--- src/rtl/sfd_pkg.sv ---
// Shared types, constants and the soft-clip table for the stereo feedback delay.
// No dependencies; every other file of the block imports this package.
package sfd_pkg;

  localparam int SB               = 24;
  localparam int DELAY_DEPTH      = 65536;
  localparam int ADDR_BITS        = $clog2(DELAY_DEPTH);
  localparam int CLIP_TABLE_DEPTH = 256;
  localparam int IDX_BITS         = $clog2(CLIP_TABLE_DEPTH);
  localparam int POS_W            = 16 + IDX_BITS;
  localparam int CEIL_W           = 23;
  localparam int MA_W             = SB + 2;
  localparam int MB_W             = 17;
  localparam int ACC_W            = MA_W + MB_W + 1;

  localparam logic [2:0] REG_ENABLE   = 3'd0;
  localparam logic [2:0] REG_DELAY    = 3'd1;
  localparam logic [2:0] REG_FB_GAIN  = 3'd2;
  localparam logic [2:0] REG_LP_COEFF = 3'd3;
  localparam logic [2:0] REG_WET      = 3'd4;
  localparam logic [2:0] REG_DRY      = 3'd5;
  localparam logic [2:0] REG_CEIL     = 3'd6;

  typedef struct packed {
    logic signed [SB-1:0] left_in;
    logic signed [SB-1:0] right_in;
  } in_frame_t;

  typedef struct packed {
    logic signed [SB-1:0] left_out;
    logic signed [SB-1:0] right_out;
  } out_frame_t;

  typedef struct packed {
    logic signed [SB-1:0] left;
    logic signed [SB-1:0] right;
  } pair_t;

  typedef struct packed {
    logic                   en;
    logic                   acc;
    logic signed [MA_W-1:0] a;
    logic signed [MB_W-1:0] b;
  } mac_req_t;

  typedef struct packed {
    logic              start;
    logic [SB-1:0]     dividend;
    logic [CEIL_W-1:0] divisor;
  } div_req_t;

  typedef struct packed {
    logic             done;
    logic [POS_W-1:0] quotient;
  } div_rsp_t;

  typedef struct packed {
    logic                 rd_en;
    logic [ADDR_BITS-1:0] delay;
    logic                 wr_en;
    pair_t                wdata;
  } dl_req_t;

  typedef logic [15:0] clip_table_t [0:CLIP_TABLE_DEPTH];

  // shift-and-subtract quotient of two non-negative values, for the table build
  function automatic longint udiv(longint num, longint den);
    longint q;
    longint rem;
    q   = 0;
    rem = 0;
    for (int i = 62; i >= 0; i--) begin
      rem = (rem <<< 1) | ((num >>> i) & 64'sd1);
      q   = q <<< 1;
      if (rem >= den) begin
        rem = rem - den;
        q   = q | 64'sd1;
      end
    end
    return q;
  endfunction

  // tanh(u) for u in [0,4] in Q0.16, built from a Q24 exponential series
  function automatic clip_table_t build_clip_table();
    clip_table_t tbl;
    longint      h;
    longint      term;
    longint      r;
    longint      e;
    longint      num;
    longint      den;
    h    = (64'sd8 <<< 24) / CLIP_TABLE_DEPTH;
    term = 64'sd1 <<< 24;
    r    = 64'sd1 <<< 24;
    e    = 64'sd1 <<< 24;
    for (int n = 1; n <= 12; n++) begin
      term = udiv((term * h) >>> 24, longint'(n));
      r    = r + term;
    end
    tbl[0] = 16'd0;
    for (int k = 1; k <= CLIP_TABLE_DEPTH; k++) begin
      e      = (e * r + (64'sd1 <<< 23)) >>> 24;
      num    = (e - (64'sd1 <<< 24)) * 64'sd65536;
      den    = e + (64'sd1 <<< 24);
      tbl[k] = 16'(udiv(num + den / 2, den));
    end
    return tbl;
  endfunction

  localparam clip_table_t CLIP_TABLE = build_clip_table();

  function automatic logic signed [SB-1:0] sat_sample(input logic signed [31:0] v);
    logic signed [31:0] hi;
    logic signed [31:0] lo;
    hi = (32'sd1 <<< (SB - 1)) - 32'sd1;
    lo = -hi - 32'sd1;
    if (v > hi) begin
      return hi[SB-1:0];
    end else if (v < lo) begin
      return lo[SB-1:0];
    end
    return v[SB-1:0];
  endfunction

endpackage

--- src/rtl/sfd_mac.sv ---
// Shared multiply-accumulate unit: one signed multiplier and an accumulator.
// Depends on sfd_pkg.
module sfd_mac import sfd_pkg::*; (
  input  logic                    clk_i,
  input  mac_req_t                req_i,
  output logic signed [ACC_W-1:0] acc_o
);

  logic signed [ACC_W-1:0] acc_q;
  logic signed [ACC_W-1:0] prod;

  assign prod  = ACC_W'(req_i.a) * ACC_W'(req_i.b);
  assign acc_o = acc_q;

  always_ff @(posedge clk_i) begin
    if (req_i.en) begin
      acc_q <= (req_i.acc ? acc_q : '0) + prod;
    end
  end

endmodule

--- config.mk ---
export PLATFORM = sky130hd
export DESIGN_NAME = sfd_mac
export DESIGN_NICKNAME = d
export VERILOG_FILES = /design/src/rtl/sfd_pkg.sv /design/src/rtl/sfd_mac.sv
export SDC_FILE = /design/constraint.sdc
export NUM_CORES = 1
export LEC_CHECK = 0
export BUFFER_PORTS_ARGS = -buffer_cell sky130_fd_sc_hd__buf_2
export CAP_MARGIN = 20
export CORE_ASPECT_RATIO = 0.9
export CORE_UTILIZATION = 60
export DETAILED_ROUTE_END_ITERATION = 16
export GPL_ROUTABILITY_DRIVEN = 0
export PLACE_DENSITY = 0.87
export SYNTH_ARGS = -nofsm -noshare
export SYNTH_HDL_FRONTEND = slang
export SYNTH_SLANG_ARGS = --single-unit
--- constraint.sdc ---
create_clock -name clk_i -period 26.6 [get_ports clk_i]
set_input_delay 2.66 -clock clk_i [delete_from_list [all_inputs] [get_ports clk_i]]
set_output_delay 2.66 -clock clk_i [all_outputs]
set_load 0.01 [all_outputs]
; ---- Word level (Yosys, flattened, before mapping)
; Cells that the tools add are included.
[word_totals]
in_bits = 46
rom_bits = 0
n_memories = 0
latchBits = 0
regBits = 44
word_cells = 4
out_inout_bits = 44
mem_bits_rw = 0
[classes]
mul = 1
n_mux = 1
bitwise = 0
reduce_logical = 0
shifts = 0
n_addsub = 1
n_eq_ne = 0
n_lt_le_gt_ge = 0
div = 0
[op_table]
columns = op, count
row1 = 44-bit adder, 1
row2 = 44-bit 2-to-1 mux, 1
row3 = 26-bit by 17-bit multiplier with 43-bit output, 1

; ---- Longest topological paths before layout
[logic_depth]
depth_word = 2
ltp_mapped = 37
mapped_depth_nobuf = 35

; ---- Worst setup path before layout
; Ideal clock, no wire load.
[synth_timing]
path_type = input -> register
startpoint = input port req_i[8] (netlist bit)
endpoint = register acc_q[43] (netlist: acc_o[43]) (data pin)
path_slack_ns = 15.829
stages = 36
arrival_time_ns = 10.507
n_path_buf = 3
t_required_ns = 26.336
setup_time_ns = 0.264
cell_sequence = clkbuf_1 > clkbuf_1 > nand2_1 > fa_1 > inv_1 > fa_1 > inv_1 > fa_1 > inv_1 > fa_1 > fa_1 > inv_1 > fa_1 > inv_1 > ha_1 > clkbuf_1 > a21oi_1 > nand2_1 > a211o_1 > o21ai_1 > a21boi_1 > or2_1 > a21o_1 > a21oi_1 > xnor2_1 > ha_1 > a21o_1 > a21o_1 > a21oi_1 > and3b_1 > a21oi_1 > or4b_4 > nand3_2 > nor2_1 > or4_1 > xor2_1
[synth_via]
elab_chain_cells = 2
[synth_lines]
columns = element, line_no
row1 = from (decl), sfd_mac.sv:5  ; input mac_req_t req_i,
row2 = 26-bit by 17-bit multiplier with 43-bit output, sfd_mac.sv:12  ; assign prod = ACC_W'(req_i.a) * ACC_W'(req_i.b);
row3 = 44-bit adder, sfd_mac.sv:17  ; acc_q <= (req_i.acc ? acc_q : '0) + prod;
row4 = to (signal assigned), sfd_mac.sv:17
row5 = to (decl), sfd_mac.sv:9  ; logic signed [ACC_W-1:0] acc_q;
; No other way between the ends.
; A chain may end at the register's enable or synchronous reset.

; ---- Worst setup path in the final report
; Ends and elaborated chain as after synthesis.

==> results.cfg <==
[logic_synthesis]
ys.flop_type = edfxtp_1
synth.ff_latch_count = 44
synth_edf_count = 44
ys_top_cells_by_area = fa_1 (45%), ha_1 (9.5%), inv_1 (8.9%), and2_1 (7.6%), edfxtp_1 (6.8%)
synth_fp_nets = 2740
yosysUniqueCellTypes = 67
synth.largest_area_cell = fa_1
yosysWarnings = 0
syn_area_um2 = 19320
netlist.area_leader.share = 0.4476
async_reset_ff_frac = 0
synth_cells = 2116
synth_area_per_cell_um2 = 9.131
synth_seq_area_share = 0.06838

[run_status]
outcome = finished clean

[grt]
grt_use_total = 0.2915
grt_overflow_total = 0
antenna_found_initial = 0
grt_pass1_vias = 16230
grt_max_degree = 46
grt_pass1_wl_um = 75330

[timing]
slew_violations = 0
hold_viol = 0
relSlewSlack = 0.2900
timing.fmax_ghz = 0.09080
max_slew.worst_pin.slew_ps = 1065
tns_ps = 0
final.setup_skew_ps = 6.257
period_share = 0.4140
period_minus_slack_ps = 11010
grt_setup_unrepaired = no
setup_violations = 0

[cts]
tritoncts = yes
htree_levels = 2
post_cts_buffers = 0
cts_resized = 0
clk_pin_slew_ps = 70
clk_latency_ps = 300
cts_sinks = 44
ctsRootBufferMaster = clkbuf_16
cts_hold_buf = 0
cts_buffer_depth = 2
cts_made_buffers = 5

[run]
maxCapViolations = 0

[drt]
drc = 0
vias = 14740
avgViaCountPerCell = 5.790
drt_wl_total_um = 45550
dr.first_iter.drc_count = 921
wl_per_cell_um = 17.89
antenna_left = 0
first_pass_iters = 6

[worst_setup_path]
end_kind = register
crit_family = adder cells
max_stage_delay_ps = 570
critPathKind = in2reg
cp-start-kind = input port
worst_ep_arrival_time_ps = 11050
critPathMostFrequentCell = fa_1
timing.rr.start = acc_o[0]$_DFFE_PP_
worstPathMaxFanout = 26
critPathSlowestCell = fa_1
startpoint = req_i[8]
worstPathRequired_ps = 26640
crit_buf_inv = 6

[floorplan]
die-height_um = 172.2
ios = 90
die_w_um = 191.2
core-area_um2 = 31290
start_util = 0.6174
rows = 61
die_area_um2 = 32920

[hold_path]
min_from = acc_o[0]$_DFFE_PP_
hp-class = reg2reg

[placement]
io_buffers = 89
hpwl_um = 37700

[finish]
drive_gt1_frac = 0.05475
fin_nets = 2760
diodes = 0
largest_register_ffs = 44
area_growth_pct = 4.339
[cells by family after synthesis]
| logic type | after synthesis | share of synthesized area |
|---|---|---|
| mux | 1 | 0.0005181 |
| buf+inv | 536 | 0.1042 |
| simple gates | 639 | 0.1656 |
| xor+xnor | 79 | 0.03581 |
| compound gates | 239 | 0.08335 |
| flops | 44 | 0.06839 |
| fa+ha+maj | 578 | 0.5422 |
[worst register-to-register path: cells and delay by family, from the launching register on]
| family | cells | cell delay, ps |
|---|---|---|
| AOI/OAI and AO/OA | 6 | 1860 |
| xor gates and xnor gates | 1 | 150 |
| adders and majority gates | 2 | 500 |
| DFF | 1 | 380 |
| and+or+nand+nor | 4 | 560 |
[cells in the final DEF, fill, tap and decap left out, types with 3 or more instances in the layout]
master | netlist | final
a21oi_1 | 75 | 75
o21ai_0 | 14 | 14
o21bai_1 | 9 | 9
nor3_1 | 8 | 8
o21a_1 | 19 | 19
xnor2_1 | 52 | 52
a31oi_1 | 7 | 7
a211o_1 | 4 | 4
clkbuf_16 | 0 | 5
nor4_1 | 3 | 3
a21o_1 | 50 | 50
nand2_1 | 269 | 269
o21ai_1 | 17 | 17
inv_1 | 460 | 460
xor2_1 | 27 | 27
ha_1 | 146 | 146
fa_1 | 432 | 432
nand4_1 | 7 | 7
a211oi_2 | 3 | 3
a221oi_1 | 3 | 3
and3_1 | 7 | 7
o211ai_1 | 3 | 3
buf_2 | 1 | 89
and2_1 | 236 | 236
edfxtp_1 | 44 | 44
a211oi_1 | 9 | 9
o31ai_1 | 4 | 4
nand3_1 | 16 | 16
nor2b_1 | 4 | 4
nand2b_1 | 14 | 14
nor2_1 | 58 | 58
[synthesized netlist by cell type (all sizes together) (2+ instances only)]
| library cell | number |
|---|---|
| inv | 460 |
| fa | 432 |
| nand2 | 269 |
| and2 | 237 |
| ha | 146 |
| a21oi | 77 |
| clkbuf | 75 |
| nor2 | 59 |
| xnor2 | 52 |
| a21o | 50 |
| edfxtp | 44 |
| o21ai | 32 |
| xor2 | 27 |
| o21a | 19 |
| nand3 | 17 |
| nand2b | 14 |
| a211oi | 12 |
| nor3 | 9 |
| o21bai | 9 |
| a31oi | 7 |
| and3 | 7 |
| nand4 | 7 |
| a211o | 4 |
| a221oi | 4 |
| nor2b | 4 |
| o211ai | 4 |
| o31ai | 4 |
| nor4 | 3 |
| or2 | 3 |
| a2111oi | 2 |
| a21boi | 2 |
| o32ai | 2 |
| o41ai | 2 |
| or3 | 2 |
| or4 | 2 |
[per-stage QoR]
stage	utilization	instances	hold WS, ps	area (um2)	setup slack [ps]
after CTS	0.6442	2546	763.6	20160	15630
final	0.6442	2546	749.1	20160	15590
after floorplan	-	2116	725.2	19320	15830
after detailed placement	0.6389	2538	737.4	19990	15330
after global routing	0.6442	2546	787.6	20160	15090
after global placement	0.6389	2538	736.8	19990	15490
[metal layers]
| metal | GRT usage | vias up | routed length, um |
|---|---|---|---|
| li1 | - | 6464 | - |
| met1 | 0.3333 | 7404 | 16100 |
| met2 | 0.5287 | 672 | 23830 |
| met3 | 0.03856 | 201 | 2950 |
| met4 | 0.1615 | 0 | 2668 |
| met5 | 0 | - | 0 |
[worst paths after layout]
check | end | slack [ps] | cells after the start
max reg2reg | acc_o[40]$_DFFE_PP_ | 22890 | 13
max | acc_o[43]$_DFFE_PP_ | 15590 | 34
min reg2reg | acc_o[0]$_DFFE_PP_ | 750 | 2
min | acc_o[0]$_DFFE_PP_ | 750 | 2
[area by class of cell]
cell class / instances / area, um2
clock inverter: 3 / 42.54
multi-input combinational: 1536 / 15990
inverter: 460 / 1727
timing repair buffer: 89 / 445.4
clock buffer: 5 / 125.1
fill: 2464 / 11130
sequential: 44 / 1321
tap: 409 / 511.7
Power is not shown: default switching activity piles up to over one toggle a cycle in this logic, so the estimate is an artifact.
