File: src/rtl/sfd_pkg.sv
// Shared types, constants and the soft-clip table for the stereo feedback delay.
// No dependencies; every other file of the block imports this package.
package sfd_pkg;

  localparam int SB               = 24;
  localparam int DELAY_DEPTH      = 65536;
  localparam int ADDR_BITS        = $clog2(DELAY_DEPTH);
  localparam int CLIP_TABLE_DEPTH = 256;
  localparam int IDX_BITS         = $clog2(CLIP_TABLE_DEPTH);
  localparam int POS_W            = 16 + IDX_BITS;
  localparam int CEIL_W           = 23;
  localparam int MA_W             = SB + 2;
  localparam int MB_W             = 17;
  localparam int ACC_W            = MA_W + MB_W + 1;

  localparam logic [2:0] REG_ENABLE   = 3'd0;
  localparam logic [2:0] REG_DELAY    = 3'd1;
  localparam logic [2:0] REG_FB_GAIN  = 3'd2;
  localparam logic [2:0] REG_LP_COEFF = 3'd3;
  localparam logic [2:0] REG_WET      = 3'd4;
  localparam logic [2:0] REG_DRY      = 3'd5;
  localparam logic [2:0] REG_CEIL     = 3'd6;

  typedef struct packed {
    logic signed [SB-1:0] left_in;
    logic signed [SB-1:0] right_in;
  } in_frame_t;

  typedef struct packed {
    logic signed [SB-1:0] left_out;
    logic signed [SB-1:0] right_out;
  } out_frame_t;

  typedef struct packed {
    logic signed [SB-1:0] left;
    logic signed [SB-1:0] right;
  } pair_t;

  typedef struct packed {
    logic                   en;
    logic                   acc;
    logic signed [MA_W-1:0] a;
    logic signed [MB_W-1:0] b;
  } mac_req_t;

  typedef struct packed {
    logic              start;
    logic [SB-1:0]     dividend;
    logic [CEIL_W-1:0] divisor;
  } div_req_t;

  typedef struct packed {
    logic             done;
    logic [POS_W-1:0] quotient;
  } div_rsp_t;

  typedef struct packed {
    logic                 rd_en;
    logic [ADDR_BITS-1:0] delay;
    logic                 wr_en;
    pair_t                wdata;
  } dl_req_t;

  typedef logic [15:0] clip_table_t [0:CLIP_TABLE_DEPTH];

  // shift-and-subtract quotient of two non-negative values, for the table build
  function automatic longint udiv(longint num, longint den);
    longint q;
    longint rem;
    q   = 0;
    rem = 0;
    for (int i = 62; i >= 0; i--) begin
      rem = (rem <<< 1) | ((num >>> i) & 64'sd1);
      q   = q <<< 1;
      if (rem >= den) begin
        rem = rem - den;
        q   = q | 64'sd1;
      end
    end
    return q;
  endfunction

  // tanh(u) for u in [0,4] in Q0.16, built from a Q24 exponential series
  function automatic clip_table_t build_clip_table();
    clip_table_t tbl;
    longint      h;
    longint      term;
    longint      r;
    longint      e;
    longint      num;
    longint      den;
    h    = (64'sd8 <<< 24) / CLIP_TABLE_DEPTH;
    term = 64'sd1 <<< 24;
    r    = 64'sd1 <<< 24;
    e    = 64'sd1 <<< 24;
    for (int n = 1; n <= 12; n++) begin
      term = udiv((term * h) >>> 24, longint'(n));
      r    = r + term;
    end
    tbl[0] = 16'd0;
    for (int k = 1; k <= CLIP_TABLE_DEPTH; k++) begin
      e      = (e * r + (64'sd1 <<< 23)) >>> 24;
      num    = (e - (64'sd1 <<< 24)) * 64'sd65536;
      den    = e + (64'sd1 <<< 24);
      tbl[k] = 16'(udiv(num + den / 2, den));
    end
    return tbl;
  endfunction

  localparam clip_table_t CLIP_TABLE = build_clip_table();

  function automatic logic signed [SB-1:0] sat_sample(input logic signed [31:0] v);
    logic signed [31:0] hi;
    logic signed [31:0] lo;
    hi = (32'sd1 <<< (SB - 1)) - 32'sd1;
    lo = -hi - 32'sd1;
    if (v > hi) begin
      return hi[SB-1:0];
    end else if (v < lo) begin
      return lo[SB-1:0];
    end
    return v[SB-1:0];
  endfunction

endpackage

File: src/rtl/sfd_div.sv
// Radix-2 restoring divider for the soft-clip table position, one bit a cycle.
// Depends on sfd_pkg; the caller guarantees dividend < 4 * divisor.
module sfd_div import sfd_pkg::*; (
  input  logic     clk_i,
  input  logic     rst_ni,
  input  div_req_t req_i,
  output div_rsp_t rsp_o
);

  logic [CEIL_W-1:0]     rem_q;
  logic [SB-1:0]         low_q;
  logic [POS_W-1:0]      quo_q;
  logic [$clog2(POS_W+1)-1:0] cnt_q;
  logic                  busy_q;
  logic                  done_q;
  logic [CEIL_W:0]       trial;
  logic                  fits;

  assign trial = {rem_q, low_q[SB-1]};
  assign fits  = trial >= {1'b0, req_i.divisor};

  assign rsp_o.done     = done_q;
  assign rsp_o.quotient = quo_q;

  always_ff @(posedge clk_i or negedge rst_ni) begin
    if (!rst_ni) begin
      busy_q <= 1'b0;
      done_q <= 1'b0;
      cnt_q  <= '0;
    end else begin
      done_q <= busy_q && !req_i.start && (cnt_q == 1);
      if (req_i.start) begin
        busy_q <= 1'b1;
        cnt_q  <= ($clog2(POS_W+1))'(POS_W);
      end else if (busy_q) begin
        cnt_q <= cnt_q - 1'b1;
        if (cnt_q == 1) begin
          busy_q <= 1'b0;
        end
      end
    end
  end

  // dividend is |x| << (POS_W - 2): seed the remainder with |x| >> 2
  always_ff @(posedge clk_i) begin
    if (req_i.start) begin
      rem_q <= CEIL_W'(req_i.dividend >> 2);
      low_q <= {req_i.dividend[1:0], {(SB-2){1'b0}}};
      quo_q <= '0;
    end else if (busy_q) begin
      rem_q <= fits ? CEIL_W'(trial - {1'b0, req_i.divisor}) : trial[CEIL_W-1:0];
      low_q <= {low_q[SB-2:0], 1'b0};
      quo_q <= {quo_q[POS_W-2:0], fits};
    end
  end

endmodule

File: config.mk
export PLATFORM = sky130hd
export DESIGN_NAME = sfd_div
export DESIGN_NICKNAME = d
export VERILOG_FILES = /design/src/rtl/sfd_pkg.sv /design/src/rtl/sfd_div.sv
export SDC_FILE = /design/constraint.sdc
export NUM_CORES = 1
export LEC_CHECK = 0
export BUFFER_PORTS_ARGS = -buffer_cell sky130_fd_sc_hd__buf_2
export CORE_ASPECT_RATIO = 1.1
export CORE_MARGIN = 2
export CORE_UTILIZATION = 36
export CTS_CLUSTER_DIAMETER = 80
export DETAILED_ROUTE_END_ITERATION = 8
export SLEW_MARGIN = 20
export SYNTH_ARGS = -nofsm -noshare
export SYNTH_HDL_FRONTEND = slang
export SYNTH_SLANG_ARGS = --single-unit
File: constraint.sdc
create_clock -name clk_i -period 8 [get_ports clk_i]
set_clock_uncertainty 0.2 [all_clocks]
set_input_delay 2 -clock clk_i [delete_from_list [all_inputs] [get_ports clk_i]]
set_output_delay 2 -clock clk_i [all_outputs]
set_load 0.02 [all_outputs]
After elaboration in Yosys (flattened, before gate mapping)
Index checks and enable logic that the tools add are counted.

operators by class
  muxes and demuxes = 10
  equal/unequal tests = 1
  $add $sub $neg = 2
  $lt $le $gt $ge = 1
  reductions and logical operators = 4

operator list
  kind                                                  number
  2-to-1 mux 24 bit                                     2
  2-to-1 mux 22 bit                                     2
  greater-or-equal comparator 24 x 23 -> 1 bit          1
  2-to-1 mux 23 bit                                     1
  subtractor 23 bit                                     1
  2-to-1 mux 5 bit                                      2
  equality test 5 x 1 -> 1 bit (second input constant)  1
  subtractor 5 x 1 -> 5 bit (second input constant)     1
  2-to-1 mux 1 bit                                      3
  logical AND 1 bit                                     2
  nonzero test 2 bit                                    1
  zero test 1 bit                                       1

word-level totals
  input port bits = 50
  output and inout bits = 25
  register bits = 56
  logic and storage cells = 25

Longest topological paths before layout
  depth after elaboration = 4
  gate-level depth with buffers = 12
  depth with buffers taken out = 10

Least setup slack after synthesis
OpenSTA, ideal clock, no wires.

  kind = in2reg
  start = input req_i[21] (netlist bit)
  end = register rem_q[16], data pin
  setup time = 261 ps
  data arrival time = 3879 ps
  cell stages on the path = 10
  path slack = 3660 ps
  data required time = 7539 ps
  buffers on the path = 2
  cell sequence = inv_1 ha_1 a21o_1 a211o_1 a211oi_4 and2_4 buf_6 buf_6 nor2_1 a221o_1

on the way
  longest elaborated chain between the ends = 4

ends and longest elaborated chain
  what                                          line           text
  start: declaration                            sfd_div.sv:6   input div_req_t req_i,
  greater-or-equal comparator 24 x 23 -> 1 bit  sfd_div.sv:20  assign fits = trial >= {1'b0, req_i.divisor};
  2-to-1 mux 23 bit                             sfd_div.sv:51  rem_q <= fits ? CEIL_W'(trial - {1'b0, req_i.divisor}) : trial[CEIL_W-1:0];
  2-to-1 mux 22 bit                             sfd_div.sv:50  end else if (busy_q) begin
  2-to-1 mux 22 bit                             sfd_div.sv:46  if (req_i.start) begin
  end signal: assignment                        sfd_div.sv:47  rem_q <= CEIL_W'(req_i.dividend >> 2);
  end signal: assignment                        sfd_div.sv:51
  end: declaration                              sfd_div.sv:10  logic [CEIL_W-1:0] rem_q;

Every way passes these cells. The select of a mux whose other input is x is not followed.
A chain may end at the register's enable or synchronous reset.

Worst setup path in the final report
  start = input req_i[17] (netlist bit)
  end = register rem_q[4], data pin

Same word-level chain as after synthesis.

==> metrics <==
status complete, no violations; #FFs+latches synth 56; post-CTS sizing 0; leading area contributor after synthesis edfxtp_1; number of flops mapped to enable cells by yosys 24; R2R Path Start rem_q[16]; mux cell area share after synthesis 7.831%; VDD IR max 0.1448 mV; Hold Path Sink quo_q[23]; post-layout utilization of the core 42.68%; Seq/Total Area, Yosys 35.82%; Worst Slack Setup Final 3587 ps; Synth Area in XOR/XNOR 4.044%; GP Congestion 0.8889; HP Start quo_q[23]; largest net degree at the start of global routing 49; CP Capture Type flop; Worst Path Class, Setup in -> reg; most instantiated library cell after synthesis nor2_1; Worst-Margin Slew 1034 ps; Tot GR Track Use 16.52%; drt drc 0; Layout fillers 1066; number of buffers created by CTS 5; R2R cell count 8; Psw 661.6 uW; Post-Syn Instances 451; hpwl dp 6806 um; GR Overflow Total 0; Synth Area in Compound Gates 18.00%; leakage 2.158 nW; worst-skew pair later-pin latency 300 ps; hold path cells 2; hold buffer count at cts 0; via count 3402; Slew headroom 30.65%; share of the synthesized area in the top cell type 18.49%; placeable core area 10490 um2; Initial Utilization 37.16%; reg2reg end rem_q[4]; Detailed Routing Iterations Pass 1 5; Synth cell types 61; first-pass GRT wire length 15800 um; Final setup viols 0; R2R Setup Slk 4990 ps; CTS sink cnt 56; Simple-Gate Fraction of Synth Area 19.32%; clk buf depth 2; commonest cells in the netlist 56 x nor2_1, 47 x nand2_1, 30 x inv_1; power density cells 336.4 nW/um2; Int Pwr 844.8 uW; Max-cap violations 0; antenna viol nets, final 0; area grow syn2layout 14.86%; Crit path arrival time 4230 ps; postcts setup bufs 0; Nets 584; fin. max-slew vios 0; DR vias/cell 5.218; initial antenna violation count 0; die area 11680 um2; # port buffers 74; switching share of power 43.92%; vias in the first global route 3382; Detailed Route WL 9440 um; clock-pin slew on the worst setup and hold paths 80 ps; Synth async-reset ratio 12.50%; I/O pins 75; Syn. warnings 0; final non-filler cell total 652; synth top area cells edfxtp_1 18%, dfxtp_1 13%, ha_1 8.0%; TNS Setup 0 ps; Vert. Die Dim 113.1 um; crit-path max FO 16; Avg Cell Area, Syn 8.645 um2; RSZ-0062 raised after global routing false; clk root buf clkbuf_16; Synth Cell Area 3899 um2; average wire per standard cell 14.48 um; Mapped Nets 527; Worst Path Required 7820 ps; fmax 226.6 MHz; # rows 39; startpoint types input pin; final period utilization 55.16%; Post-Synth Adder-Cell Area 8.537%; H-Tree Depth 2; chip width 103.2 um; DRT iter0 DRCs 175; placed cells 644; Hold Fails Final Rpt 0; cell area after layout 4478 um2; minimum clock period 4413 ps; largest family of logic cells by synthesized area simple AND/OR/NAND/NOR gates; Clk pwr share 15.9%; layout cell share with drive strength beyond 1 19.45%; post-placement cell area 4324 um2; Logic pwr share 55.6%; antenna cells 0; CTS tree done; Setup WS pre-CTS 3258 ps; top_reg_cell synth dfxtp_1; worst min-delay path class reg -> reg; Seq pwr share 28.5%
[per-stage QoR]
stage / hold WS (ps) / power (mW)
finish: 303.4 / 1.506
global route: 354.3 / 1.634
CTS: 310.4 / 1.508
detailed placement: 285.5 / 1.262
global placement: 281.2 / 1.254
floorplan: 280.9 / 1.108
[placed cells by master, fill, tap and decap left out, types with 6 or more instances in the layout]
master,n
edfxtp_1,24
xnor2_1,13
buf_2,74
nor3_1,8
a31oi_1,13
dfxtp_1,25
nor2_1,56
nand3_1,14
mux2i_1,26
ha_1,25
nand4_1,8
nand2_1,47
dfrtp_1,7
o21ai_0,12
o21ai_1,6
a21oi_1,29
inv_1,29
and3_1,6
[worst max-delay path by stage]
stage | cells after the start | start | end | slack (ps)
2_1_floorplan | 10 | req_i[21] | rem_q[16] | 3660
3_3_place_gp | 10 | req_i[0] | rem_q[4] | 3350
3_5_place_dp | 9 | req_i[21] | rem_q[4] | 3260
4_1_cts | 10 | req_i[0] | rem_q[4] | 3590
5_1_grt | 10 | req_i[17] | rem_q[9] | 3390
6_report | 10 | req_i[17] | rem_q[4] | 3590
[state kept, by name (all words and copies together) (netlist names)]
register  count
done_q        1
low_q         2
cnt_q         5
rem_q        23
busy_q        1
quo_q        24
[cell type report]
class | count | area, um2 | share of cell area (%)
clock buffer | 5 | 125.1 | 2.794
clock inverter | 3 | 28.78 | 0.6426
inverter | 30 | 112.6 | 2.515
multi-input combinational | 339 | 2251 | 50.27
sequential | 56 | 1396 | 31.18
tap | 143 | 178.9 | 3.996
timing repair buffer | 76 | 385.4 | 8.606
[critical path, stage by stage]
cell,delay (ps)
buf_2,80
inv_1,40
ha_1,360
a21oi_1,230
o21ai_1,140
and2b_1,210
a211oi_4,300
nand2_1,490
mux2i_1,290
a21oi_1,90
[power by group through the flow]
stage	clock network (mW)	registers [mW]	logic (mW)
global route	0.258	0.436	0.939
CTS	0.246	0.428	0.833
finish	0.240	0.429	0.838
global placement	0	0.433	0.821
floorplan	0	0.424	0.684
detailed placement	0	0.434	0.829
[routing by layer]
layer,share of wire [%],up-vias,GRT usage [%]
li1,-,1735,-
met1,48,1584,22.92
met2,46,75,26.75
met3,4.9,8,3.088
met4,0.83,0,3.509
met5,0,-,0
[cells by family after synthesis]
logic type	count (synthesis)
AO/OA/AOI/OAI	104
XOR/XNOR	18
adder cells (fa/ha/maj)	26
buffers and inverters	56
flip-flops	56
multiplexers	30
AND/OR/NAND/NOR	161
Power figures use the tool's default switching activity.
